[config.mk]
export PLATFORM = sky130hd
export DESIGN_NAME = key_press_rate_meter_core
export DESIGN_NICKNAME = d
export VERILOG_FILES = /design/src/kprm_pkg.sv /design/src/key_press_rate_meter_core.sv
export SDC_FILE = /design/constraint.sdc
export NUM_CORES = 2
export LEC_CHECK = 0
export BUFFER_PORTS_ARGS = -buffer_cell sky130_fd_sc_hd__clkbuf_2
export CORE_MARGIN = 4
export CORE_UTILIZATION = 45
export DETAILED_ROUTE_END_ITERATION = 6
export SLEW_MARGIN = 5
export SYNTH_ARGS = -nofsm -noshare
export SYNTH_HDL_FRONTEND = slang
export SYNTH_SLANG_ARGS = --single-unit
[constraint.sdc]
create_clock -name clock -period 17.25 [get_ports clock]
set_input_delay 2.5875 -clock clock [delete_from_list [all_inputs] [get_ports clock]]
set_output_delay 2.5875 -clock clock [all_outputs]
set_load 0.1 [all_outputs]
[src/kprm_pkg.sv]
// ---------------------------------------------------------------------------
// Key press rate meter package
// Item types of the request and response channels and the fixed field widths
// and codes that the meter uses.
// ---------------------------------------------------------------------------
package kprm_pkg;

   localparam int KEY_W   = 8;
   localparam int COUNT_W = 9;
   localparam int TOTAL_W = 32;
   localparam int RATE_W  = 21;
   localparam int MULT_W  = 8;

   // Beat rate scale: 15 beats per press count, 8 fraction bits.
   localparam int RATE_SCALE = 3840;

   localparam logic KIND_FRAME = 1'b0;
   localparam logic KIND_CLEAR = 1'b1;

   localparam logic [MULT_W-1:0] MULT_RESET = 8'd1;

   typedef struct packed {
      logic             kind;
      logic [KEY_W-1:0] pressed_keys;
   } req_type;

   typedef struct packed {
      logic [COUNT_W-1:0] presses_in_window;
      logic [COUNT_W-1:0] peak_presses;
      logic [TOTAL_W-1:0] press_total;
      logic [RATE_W-1:0]  beat_rate;
   } rsp_type;

endpackage

[src/key_press_rate_meter_core.sv]
// ---------------------------------------------------------------------------
// Key press rate meter core
// Counts key presses over a sliding window of frames, tracks the peak window
// count and a weighted running total, and derives a beat rate from a short
// history of the per-key counts.
// ---------------------------------------------------------------------------
//
//   Channel   Direction   Handshake               Payload
//   req       in          req_valid / req_ready   kprm_pkg::req_type
//   rsp       out         rsp_valid / rsp_ready   kprm_pkg::rsp_type
//   csr       in          csr_valid / csr_ready   press multiplier, 8 bits
//
// After acceptance a frame item passes through these steps to the response
// register: a load of the window marks, one key per cycle through the
// shared count update, then the rate scale, the reciprocal multiply and the
// final step. A clear item goes from idle straight to the final step. A new
// item is taken only once the last one has left the final step.
// Reset clears all statistics at once through per-entry valid bits of the
// two memories, so no clearing pass follows it.
// A new item is accepted while a response still waits; the final step holds
// until the response register is free.
//
module key_press_rate_meter_core #(
   parameter int BUTTONS = 8,
   parameter int WINDOW  = 60,
   parameter int HISTORY = 7
) (
   input  logic                              clock,
   input  logic                              reset,
   input  logic                              req_valid,
   output logic                              req_ready,
   input  kprm_pkg::req_type                 req_data,
   output logic                              rsp_valid,
   input  logic                              rsp_ready,
   output kprm_pkg::rsp_type                 rsp_data,
   input  logic                              csr_valid,
   output logic                              csr_ready,
   input  logic [kprm_pkg::MULT_W-1:0]       csr_data
);

   localparam int KW   = (BUTTONS > 1) ? $clog2(BUTTONS) : 1;
   localparam int HSW  = (HISTORY > 1) ? $clog2(HISTORY) : 1;
   localparam int WSW  = $clog2(WINDOW);
   localparam int HD   = 2 ** (KW + HSW);
   localparam int CW   = $clog2(WINDOW + 1);
   localparam int WCW  = $clog2(BUTTONS * WINDOW + 1);
   localparam int SW   = $clog2(BUTTONS * HISTORY * WINDOW + 1);
   localparam int XW   = SW + $clog2(kprm_pkg::RATE_SCALE + 1);
   localparam int PW   = 2 * XW + 1;
   localparam int LW   = (BUTTONS > kprm_pkg::KEY_W) ? BUTTONS : kprm_pkg::KEY_W;
   localparam int OCW  = (WCW > kprm_pkg::COUNT_W) ? WCW : kprm_pkg::COUNT_W;
   localparam int QW   = (XW > kprm_pkg::RATE_W) ? XW : kprm_pkg::RATE_W;
   localparam logic [XW:0] RECIP = (XW + 1)'((64'd1 << XW) / 64'(HISTORY));
   localparam logic [kprm_pkg::COUNT_W-1:0] COUNT_MAX = '1;
   localparam logic [kprm_pkg::RATE_W-1:0]  RATE_MAX  = '1;

   typedef enum logic [2:0] {
      ST_IDLE,
      ST_LOAD,
      ST_KEY,
      ST_SCALE,
      ST_MUL,
      ST_FINISH
   } state_type;

   state_type                    state_ff;
   logic                         rsp_valid_ff;
   kprm_pkg::rsp_type            rsp_data_ff;
   logic [kprm_pkg::MULT_W-1:0]  mult_ff;
   logic [KW-1:0]                key_ff;
   logic [WSW-1:0]               ws_ff;
   logic [HSW-1:0]               hs_ff;
   logic [BUTTONS-1:0]           last_ff;
   logic [BUTTONS-1:0]           lvl_ff;
   logic [BUTTONS-1:0]           row_ff;
   logic [WCW-1:0]               wc_ff;
   logic [WCW-1:0]               peak_ff;
   logic [kprm_pkg::TOTAL_W-1:0] total_ff;
   logic [SW-1:0]                s_ff;
   logic [CW-1:0]                key_cnt_ff [BUTTONS];
   logic [WINDOW-1:0]            mark_vld_ff;
   logic [HD-1:0]                hist_vld_ff;
   logic [XW-1:0]                x_ff;
   logic [PW-1:0]                prod_ff;

   logic [BUTTONS-1:0]           mark_mem [WINDOW];
   logic [BUTTONS-1:0]           mark_q_ff;
   logic [CW-1:0]                hist_mem [HD];
   logic [CW-1:0]                hist_q_ff;

   logic [LW-1:0]                keys_wide;
   logic [BUTTONS-1:0]           lvl_in;
   logic                         frame_start;
   logic                         key_last;
   logic                         expire;
   logic                         rise;
   logic [CW-1:0]                cnt_cur;
   logic [CW-1:0]                cnt_dec;
   logic [CW-1:0]                key_cnt_in;
   logic [WCW-1:0]               wc_dec;
   logic [WCW-1:0]               wc_in;
   logic [WCW-1:0]               peak_in;
   logic [kprm_pkg::TOTAL_W-1:0] total_in;
   logic [SW-1:0]                s_in;
   logic                         hist_re;
   logic [KW+HSW-1:0]            hist_raddr;
   logic [KW+HSW-1:0]            hist_waddr;
   logic [XW-1:0]                q_lo;
   logic [XW-1:0]                qh;
   logic [XW-1:0]                rem;
   logic                         rem_fix;
   logic [XW-1:0]                rem_left;
   logic [XW-1:0]                q_fix;
   logic [QW-1:0]                q_wide;
   logic [OCW-1:0]               wc_wide;
   logic [OCW-1:0]               peak_wide;
   kprm_pkg::rsp_type            rsp_data_in;

   assign req_ready = (state_ff == ST_IDLE);
   assign csr_ready = 1'b1;
   assign rsp_valid = rsp_valid_ff;
   assign rsp_data  = rsp_data_ff;

   always_comb begin
      keys_wide   = LW'(req_data.pressed_keys);
      lvl_in      = keys_wide[BUTTONS-1:0];
      frame_start = (state_ff == ST_IDLE) && req_valid
                    && (req_data.kind == kprm_pkg::KIND_FRAME);
      key_last    = (key_ff == KW'(BUTTONS - 1));

      cnt_cur    = key_cnt_ff[key_ff];
      expire     = row_ff[key_ff];
      rise       = lvl_ff[key_ff] & ~last_ff[key_ff];
      cnt_dec    = (expire && (cnt_cur != '0)) ? cnt_cur - CW'(1) : cnt_cur;
      key_cnt_in = rise ? cnt_dec + CW'(1) : cnt_dec;
      wc_dec     = (expire && (wc_ff != '0)) ? wc_ff - WCW'(1) : wc_ff;
      wc_in      = rise ? wc_dec + WCW'(1) : wc_dec;
      peak_in    = (wc_in > peak_ff) ? wc_in : peak_ff;
      total_in   = rise ? total_ff + kprm_pkg::TOTAL_W'(mult_ff) : total_ff;
      s_in       = s_ff + SW'(key_cnt_in) - SW'(hist_q_ff);

      hist_re    = frame_start || ((state_ff == ST_KEY) && !key_last);
      hist_raddr = frame_start ? {KW'(0), hs_ff} : {KW'(key_ff + 1'b1), hs_ff};
      hist_waddr = {key_ff, hs_ff};

      q_lo     = prod_ff[XW-1+XW:XW];
      qh       = XW'(q_lo * XW'(HISTORY));
      rem      = x_ff - qh;
      rem_fix  = (rem >= XW'(HISTORY));
      rem_left = rem_fix ? rem - XW'(HISTORY) : rem;
      q_fix    = rem_fix ? q_lo + XW'(1) : q_lo;
      q_wide   = QW'(q_fix);

      wc_wide   = OCW'(wc_ff);
      peak_wide = OCW'(peak_ff);
      rsp_data_in.presses_in_window = (wc_wide > OCW'(COUNT_MAX))
                                      ? COUNT_MAX : wc_wide[kprm_pkg::COUNT_W-1:0];
      rsp_data_in.peak_presses      = (peak_wide > OCW'(COUNT_MAX))
                                      ? COUNT_MAX : peak_wide[kprm_pkg::COUNT_W-1:0];
      rsp_data_in.press_total       = total_ff;
      rsp_data_in.beat_rate         = (q_wide > QW'(RATE_MAX))
                                      ? RATE_MAX : q_wide[kprm_pkg::RATE_W-1:0];
   end

   always_ff @(posedge clock) begin
      if (state_ff == ST_SCALE) begin
         mark_mem[ws_ff] <= row_ff;
      end
      if (frame_start) begin
         mark_q_ff <= mark_vld_ff[ws_ff] ? mark_mem[ws_ff] : '0;
      end
   end

   always_ff @(posedge clock) begin
      if (state_ff == ST_KEY) begin
         hist_mem[hist_waddr] <= key_cnt_in;
      end
      if (hist_re) begin
         hist_q_ff <= hist_vld_ff[hist_raddr] ? hist_mem[hist_raddr] : '0;
      end
   end

   always_ff @(posedge clock) begin
      if (reset) begin
         state_ff     <= ST_IDLE;
         rsp_valid_ff <= 1'b0;
         mult_ff      <= kprm_pkg::MULT_RESET;
         key_ff       <= '0;
         ws_ff        <= '0;
         hs_ff        <= '0;
         last_ff      <= '0;
         wc_ff        <= '0;
         peak_ff      <= '0;
         total_ff     <= '0;
         s_ff         <= '0;
         key_cnt_ff   <= '{default: '0};
         mark_vld_ff  <= '0;
         hist_vld_ff  <= '0;
      end else begin
         if (csr_valid && csr_ready) begin
            mult_ff <= csr_data;
         end
         if (rsp_valid_ff && rsp_ready && (state_ff != ST_FINISH)) begin
            rsp_valid_ff <= 1'b0;
         end
         unique case (state_ff)
            ST_IDLE: begin
               if (req_valid) begin
                  if (req_data.kind == kprm_pkg::KIND_CLEAR) begin
                     wc_ff       <= '0;
                     peak_ff     <= '0;
                     total_ff    <= '0;
                     s_ff        <= '0;
                     key_cnt_ff  <= '{default: '0};
                     mark_vld_ff <= '0;
                     hist_vld_ff <= '0;
                     x_ff        <= '0;
                     prod_ff     <= '0;
                     state_ff    <= ST_FINISH;
                  end else begin
                     lvl_ff   <= lvl_in;
                     state_ff <= ST_LOAD;
                  end
               end
            end
            ST_LOAD: begin
               row_ff   <= mark_q_ff;
               key_ff   <= '0;
               state_ff <= ST_KEY;
            end
            ST_KEY: begin
               key_cnt_ff[key_ff]      <= key_cnt_in;
               wc_ff                   <= wc_in;
               peak_ff                 <= peak_in;
               total_ff                <= total_in;
               s_ff                    <= s_in;
               row_ff[key_ff]          <= rise;
               hist_vld_ff[hist_waddr] <= 1'b1;
               if (key_last) begin
                  key_ff   <= '0;
                  state_ff <= ST_SCALE;
               end else begin
                  key_ff <= KW'(key_ff + 1'b1);
               end
            end
            ST_SCALE: begin
               mark_vld_ff[ws_ff] <= 1'b1;
               x_ff     <= XW'(XW'(s_ff) * XW'(kprm_pkg::RATE_SCALE));
               last_ff  <= lvl_ff;
               ws_ff    <= (ws_ff == WSW'(WINDOW - 1)) ? '0 : WSW'(ws_ff + 1'b1);
               hs_ff    <= (hs_ff == HSW'(HISTORY - 1)) ? '0 : HSW'(hs_ff + 1'b1);
               state_ff <= ST_MUL;
            end
            ST_MUL: begin
               prod_ff  <= PW'(x_ff) * PW'(RECIP);
               state_ff <= ST_FINISH;
            end
            ST_FINISH: begin
               if (!rsp_valid_ff || rsp_ready) begin
                  rsp_data_ff  <= rsp_data_in;
                  rsp_valid_ff <= 1'b1;
                  state_ff     <= ST_IDLE;
               end
            end
            default: begin
               state_ff <= ST_IDLE;
            end
         endcase
      end
   end

   a_peak_covers_window: assert property (@(posedge clock) disable iff (reset)
      peak_ff >= wc_ff)
      else $error("Peak count fell below the window count.");

   a_clear_zeroes: assert property (@(posedge clock) disable iff (reset)
      (req_valid && req_ready && (req_data.kind == kprm_pkg::KIND_CLEAR))
      |=> (wc_ff == '0) && (peak_ff == '0) && (total_ff == '0) && (s_ff == '0))
      else $error("A clear item left statistics behind.");

   a_rate_remainder: assert property (@(posedge clock) disable iff (reset)
      (state_ff == ST_FINISH) |-> (rem_left < XW'(HISTORY)))
      else $error("Reciprocal quotient is off by more than one.");

   a_rsp_from_finish: assert property (@(posedge clock) disable iff (reset)
      $rose(rsp_valid_ff) |-> $past(state_ff == ST_FINISH))
      else $error("Response raised outside the final step.");

endmodule

Word-level counts from Yosys, hierarchy flattened
Memory sizes are Yosys's and may differ from the RTL's. A register that Yosys moved wholly into a read port is not among the register bits.
Index checks and enable logic that the tools add are counted.
{ "totals": {"reg_bits": 425, "ramBits": 864, "elab_cells": 189, "inputBits": 22, "mem_count": 2, "output_inout_bits": 74} }
{ "op_classes": {"mul": 3, "magnitude_cmp": 14, "eq_ne": 15, "bitwise_logic": 7, "addsub": 12, "reduce_logical": 34, "mux": 73} }
{ "mem_list": {"columns": ["memory", "words", "word_bits", "rd", "rd_ports_with_merged_regs", "wr", "line_no", "rtl"], "rows": [
  ["mark_mem", 60, 8, 1, 1, 1, "key_press_rate_meter_core.sv:86", "logic [BUTTONS-1:0] mark_mem [WINDOW];"],
  ["hist_mem", 64, 6, 1, 1, 1, "key_press_rate_meter_core.sv:88", "logic [CW-1:0] hist_mem [HD];"]
]} }
{ "ops": {"columns": ["op", "n"], "rows": [
  ["2-to-1 mux 48 bit", 4],
  ["case mux 48 bit (2 select lines)", 2],
  ["2-to-1 mux 64 bit", 2],
  ["case mux 64 bit (2 select lines)", 1],
  ["2-to-1 mux 60 bit", 2],
  ["case mux 60 bit (2 select lines)", 1],
  ["2-to-1 mux 32 bit", 3],
  ["2-to-1 mux 24 bit", 3],
  ["bitwise OR 64 bit", 1],
  ["case mux 32 bit (2 select lines)", 1],
  ["bitwise OR 60 bit", 1],
  ["bitwise mux 48 bit", 1],
  ["case mux 24 bit (2 select lines)", 1],
  ["multiplier 24 x 22 -> 46 bit, second input constant", 1],
  ["2-to-1 mux 9 bit", 5],
  ["2-to-1 mux 6 bit", 7],
  ["case mux 9 bit (2 select lines)", 2],
  ["adder 32 x 8 -> 32 bit", 1],
  ["adder 24 x 1 -> 24 bit, second input constant", 1],
  ["greater-or-equal comparator 24 x 3 -> 1 bit, second input constant", 1],
  ["> comparator 24 x 21 -> 1 bit, second input constant", 1],
  ["multiplier 24 x 3 -> 24 bit, second input constant", 1],
  ["2-to-1 mux 12 bit", 2],
  ["case mux 12 bit (2 select lines)", 1],
  ["49 further kinds", 112]
]} }

Longest topological paths before layout
{ "depth": {"word_depth": 12, "ltp_mapped": 25, "mapped_depth_nobuf": 23} }

Worst setup path after synthesis
OpenSTA, ideal clock, no wires.
{ "synth_path": {"kind": "input port to flip-flop", "from": "input port reset", "to": "register rsp_data_ff (netlist bit rsp_data[0]), enable pin", "cell_stages": 3, "setup_slack_ps": 8442, "required_time_ps": 16648, "setup_time_ps": 602, "t_arrival_ps": 8205, "path_buffers": 2, "cell_sequence": "clkbuf_1 > clkbuf_1 > nor3b_1"} }
{ "synth_between": {"elab_chain_len": 2} }
{ "synth_lines": {"columns": ["element", "line_no", "rtl"], "rows": [
  ["start, declared", "key_press_rate_meter_core.sv:29", "input logic reset,"],
  ["inverter 1 bit (no source line)", null, null],
  ["AND reduction 3 bit (no source line)", null, null],
  ["end signal, assigned", "key_press_rate_meter_core.sv:260", "rsp_data_ff <= rsp_data_in;"],
  ["end, declared", "key_press_rate_meter_core.sv:68", "kprm_pkg::rsp_type rsp_data_ff;"]
]} }
Every way passes these cells.
A chain may end at the register's enable or synchronous reset.

Worst setup path after layout
{ "layout_path": {"from": "register key_ff[2]", "to": "register s_ff[9]"} }
{ "layout_between": {"elab_chain_len": 12, "word_cells_on_any_way": 21, "cone_classes": "add/sub: 4; mux: 12; bitwise: 3; reduce/logical: 2"} }
{ "layout_lines": {"columns": ["element", "line_no", "rtl"], "rows": [
  ["start, declared", "key_press_rate_meter_core.sv:70", "logic [KW-1:0] key_ff;"],
  ["start signal, assigned", "key_press_rate_meter_core.sv:243", "key_ff <= KW'(key_ff + 1'b1);"],
  ["branches (longest 8 deep; another with subtractor 6 x 1 -> 6 bit)", null, null],
  ["2-to-1 mux 6 bit *", "key_press_rate_meter_core.sv:135", "key_cnt_in = rise ? cnt_dec + CW'(1) : cnt_dec;"],
  ["net key_cnt_in[1]", "key_press_rate_meter_core.sv:99", "logic [CW-1:0] key_cnt_in;"],
  ["adder 12 x 6 -> 12 bit *", "key_press_rate_meter_core.sv:140", "s_in = s_ff + SW'(key_cnt_in) - SW'(hist_q_ff);"],
  ["subtractor 12 x 6 -> 12 bit *", "key_press_rate_meter_core.sv:140", null],
  ["case mux 12 bit (2 select lines) *", "key_press_rate_meter_core.sv:206", "unique case (state_ff)"],
  ["end signal, assigned", "key_press_rate_meter_core.sv:236", "s_ff <= s_in;"],
  ["end, declared", "key_press_rate_meter_core.sv:79", "logic [SW-1:0] s_ff;"]
]} }
Mark *: on every way through the listed nets, which the timed path passes. The select of a mux whose other input is x is not followed.

==> results.py <==
metrics = {
    "worst_setup_path": {
        "setup.worst_path.class": "reg2reg",
        "crit_required_ps": 17880,
        "cp.arrival_ps": 7450,
        "critPathMaxFanout": 73,
        "r2r_slack_ps": 10430,
        "cp_cell_sequence": "nor2b_1 -> a221oi_1 -> o22ai_1 -> inv_1 -> ha_1 -> a41oi_1 -> xnor2_1 -> ha_1 -> mux2_2 -> buf_4 -> fa_1 -> ha_1 -> a21o_1 -> a21oi_1 -> o21bai_1 -> a21oi_1 -> o21bai_1 -> a21oi_1 -> a2bb2oi_1 -> nor2b_1 -> xor2_1 -> o32ai_1",
        "endpoint_kind": "register",
        "r2r_start": "key_ff[2]",
        "worst_path_largest_cell_delay_ps": 920,
        "start_kind": "register",
        "cp_slowest_cell": "dfxtp_1",
        "rr_worst_depth": 22,
        "r2r_end": "s_ff[9]",
        "startpoint": "key_ff[2]",
        "crit_end": "s_ff[9]",
    },
    "synth": {
        "yosysSeqAreaShare_pct": 60.79,
        "synth_seq_cells": 1269,
        "syn-instance-count": 4492,
        "synth_edf_count": 1003,
        "synth_area_um2": 58300,
        "synth_cell_type_count": 96,
        "yosys_warnings": 0,
        "syn-num-nets": 4886,
        "synthArstFlopShare_pct": 0,
        "synth-main-ff-cell": "edfxtp_1",
        "avgSynthCellArea_um2": 12.98,
    },
    "floorplan": {
        "start_util_pct": 45.49,
        "die-area_um2": 135400,
        "core_um2": 128200,
        "std_cell_rows": 131,
        "die_y_um": 368.0,
        "ioPinCount": 96,
        "die_w_um": 368.0,
    },
    "pwr": {
        "power.density_nw_per_um2": 118.8,
        "peakVddDrop_mv": 0.08822,
        "power_leakage_nw": 22.91,
        "power_mw": 7.716,
    },
    "timing": {
        "finalSetupTns_ps": 0,
        "period_share_pct": 39.53,
        "maxSlewViolCount": 0,
        "setup_viol": 0,
        "hold_viol": 0,
        "maxSlewHeadroom_pct": 16.43,
        "period_needed_ps": 6819,
        "max_freq_mhz": 146.6,
        "fin_skew_ps": 39.45,
        "rsz0062_at_grt": "false",
        "tightest_slew_ps": 1244,
    },
    "clock_tree": {
        "cts.sinks": 1269,
        "h-tree-depth": 4,
        "cts_setup_buffers": 0,
        "cts_tree": "built",
        "cts_resized": 0,
        "clkTransAtPathRegs_ps": 60,
        "ctsHoldBuffers": 0,
        "clock_latency_ps": 780,
        "cts_buffers": 135,
        "clockBufferDepth": 3,
        "root_buffer": "clkbuf_16",
    },
    "routing": {
        "drt_first_pass_iters": 6,
        "viasPerCell": 5.802,
        "routed_wl_mm": 149.6,
        "drtAntennaViolNets": 0,
        "vias": 37030,
        "drt_iter0_markers": 3795,
        "routedWlPerCell_um": 23.45,
        "drc": 0,
    },
    "layout": {
        "drive_gt1_share_pct": 11.91,
        "syn2layout_area_growth_pct": 11.43,
        "fin_nets": 4938,
        "register_area_um2": 35460,
        "fill_cells": 10920,
        "utilization_pct": 50.69,
        "multi_input_area_um2": 20960,
    },
    "global_route": {
        "antenna_found_initial": 4,
        "grt_pass1_vias": 36440,
        "overflow": 0,
        "globalRouteTotalUtil_pct": 21.96,
        "grt_pass1_wl_mm": 229.4,
        "grt_max_degree": 91,
    },
    "run_status": {
        "status": "finished, final reports clean",
    },
    "worst_hold_path": {
        "hp-class": "reg2reg",
    },
    "placement": {
        "place_congestion": 0.8896,
        "io_buffers": 94,
        "dp_hpwl_mm": 97.72,
    },
    "flow_run": {
        "maxCapViolCount": 0,
    },
}
-- how the worst min path moves through the flow --
stage / start / end / cells past startpoint
CTS: total_ff[31] / rsp_data[52] / 0
floorplan: total_ff[23] / rsp_data[44] / 0
finish: last_ff[7] / last_ff[7] / 2
global route: total_ff[31] / rsp_data[52] / 0
global placement: total_ff[31] / rsp_data[52] / 0
detailed placement: total_ff[31] / rsp_data[52] / 0
-- synth_stat cells (49+ instances only) --
library cell / instances / area share (%)
dfxtp_1: 266 / 9.1
inv_1: 268 / 1.7
xnor2_1: 66 / 0.99
fa_1: 122 / 4.2
nor3_1: 59 / 0.51
a22oi_1: 253 / 3.3
nand2_1: 174 / 1.1
nor2_1: 492 / 3.2
ha_1: 250 / 5.4
edfxtp_1: 1003 / 52
nand3_1: 57 / 0.49
mux4_2: 73 / 2.8
clkbuf_1: 198 / 1.3
o21ai_0: 79 / 0.68
mux2i_1: 65 / 1.1
a221oi_1: 49 / 0.74
a21oi_1: 304 / 2.6
-- sequential cells by signal (all words and copies together) (netlist names), 12 cells and up --
name	flops
s_ff	12
total_ff	32
mark_mem	480
rsp_data	71
hist_mem	384
mark_vld_ff	60
key_cnt_ff	48
hist_vld_ff	64
prod_ff	22
x_ff	16
-- area by class of cell --
cell class,instances,area share (%)
timing repair buffer,171,1.618
antenna,1,0.003852
tap,1729,3.330
inverter,270,1.560
sequential,1269,54.58
clock inverter,58,0.8994
multi-input combinational,2697,32.26
clock buffer,186,5.751
-- layer usage --
metal | track usage, % | vias to the layer above | part of all wire (%)
li1 | - | 16920 | -
met1 | 31.91 | 18660 | 45
met2 | 34.77 | 1239 | 47
met3 | 3.658 | 209 | 6.4
met4 | 5.062 | 2 | 2.0
met5 | 0 | - | 0.0087
-- metrics by stage --
step / area [µm²] / hold slack [ps] / instances / worst slack, ps
global placement: 60640 / 434.1 / 6136 / 10700
detailed placement: 60640 / 438.3 / 6136 / 10530
floorplan: 58300 / 406.4 / 4492 / 8442
CTS: 64960 / 453.1 / 6380 / 10490
finish: 64970 / 451.9 / 6381 / 10430
global route: 64960 / 459.4 / 6380 / 9856
-- placed cells by master (no fill, tap or decap), types with 18 or more instances in the layout --
cell type / netlist / routed
nand2_1: 174 / 174
o211ai_1: 32 / 32
ha_1: 250 / 250
mux2i_1: 65 / 65
and3_1: 25 / 24
o21ai_0: 79 / 79
edfxtp_1: 1003 / 1003
clkbuf_2: 0 / 93
nand4_1: 31 / 31
o21bai_1: 18 / 18
a22o_1: 46 / 46
o21a_1: 18 / 18
inv_1: 268 / 267
nor2_1: 492 / 490
dfxtp_1: 266 / 261
or3_1: 18 / 18
mux4_2: 73 / 73
nor2b_1: 32 / 28
a41oi_1: 20 / 20
xor2_1: 27 / 26
a22oi_1: 253 / 253
a211oi_1: 39 / 39
a21oi_1: 304 / 304
a21o_1: 25 / 25
a31oi_1: 48 / 48
nand3_1: 57 / 57
clkbuf_16: 0 / 140
xnor2_1: 66 / 63
nor3_1: 59 / 56
a221oi_1: 49 / 49
clkinv_2: 0 / 18
nand2b_1: 24 / 24
buf_4: 4 / 78
mux2_2: 34 / 34
clkbuf_1: 198 / 40
fa_1: 122 / 122
-- worst max-delay path: cells and delay by family (launching register included) --
family	cells	cell delay (ps)
adder cells (fa/ha/maj)	4	1470
multiplexers	1	130
buffers and inverters	2	760
XOR/XNOR	2	380
AO/OA/AOI/OAI	11	2400
AND/OR/NAND/NOR	2	580
flip-flops	1	920
-- kinds of logic after synthesis --
| family | synth area share, % |
|---|---|
| xor+xnor | 1.397 |
| buf+inv | 3.485 |
| compound gates | 12.09 |
| fa+ha+maj | 9.554 |
| mux | 4.592 |
| simple gates | 8.084 |
| flops | 60.79 |
| other cells | 0.006432 |
-- power breakdown --
part	internal, mW	switching, mW
registers	3.38	0.0350
logic	0.558	0.908
clock network	1.62	1.21
total	5.56	2.15
No activity file was read; power rests on OpenSTA's default activity.
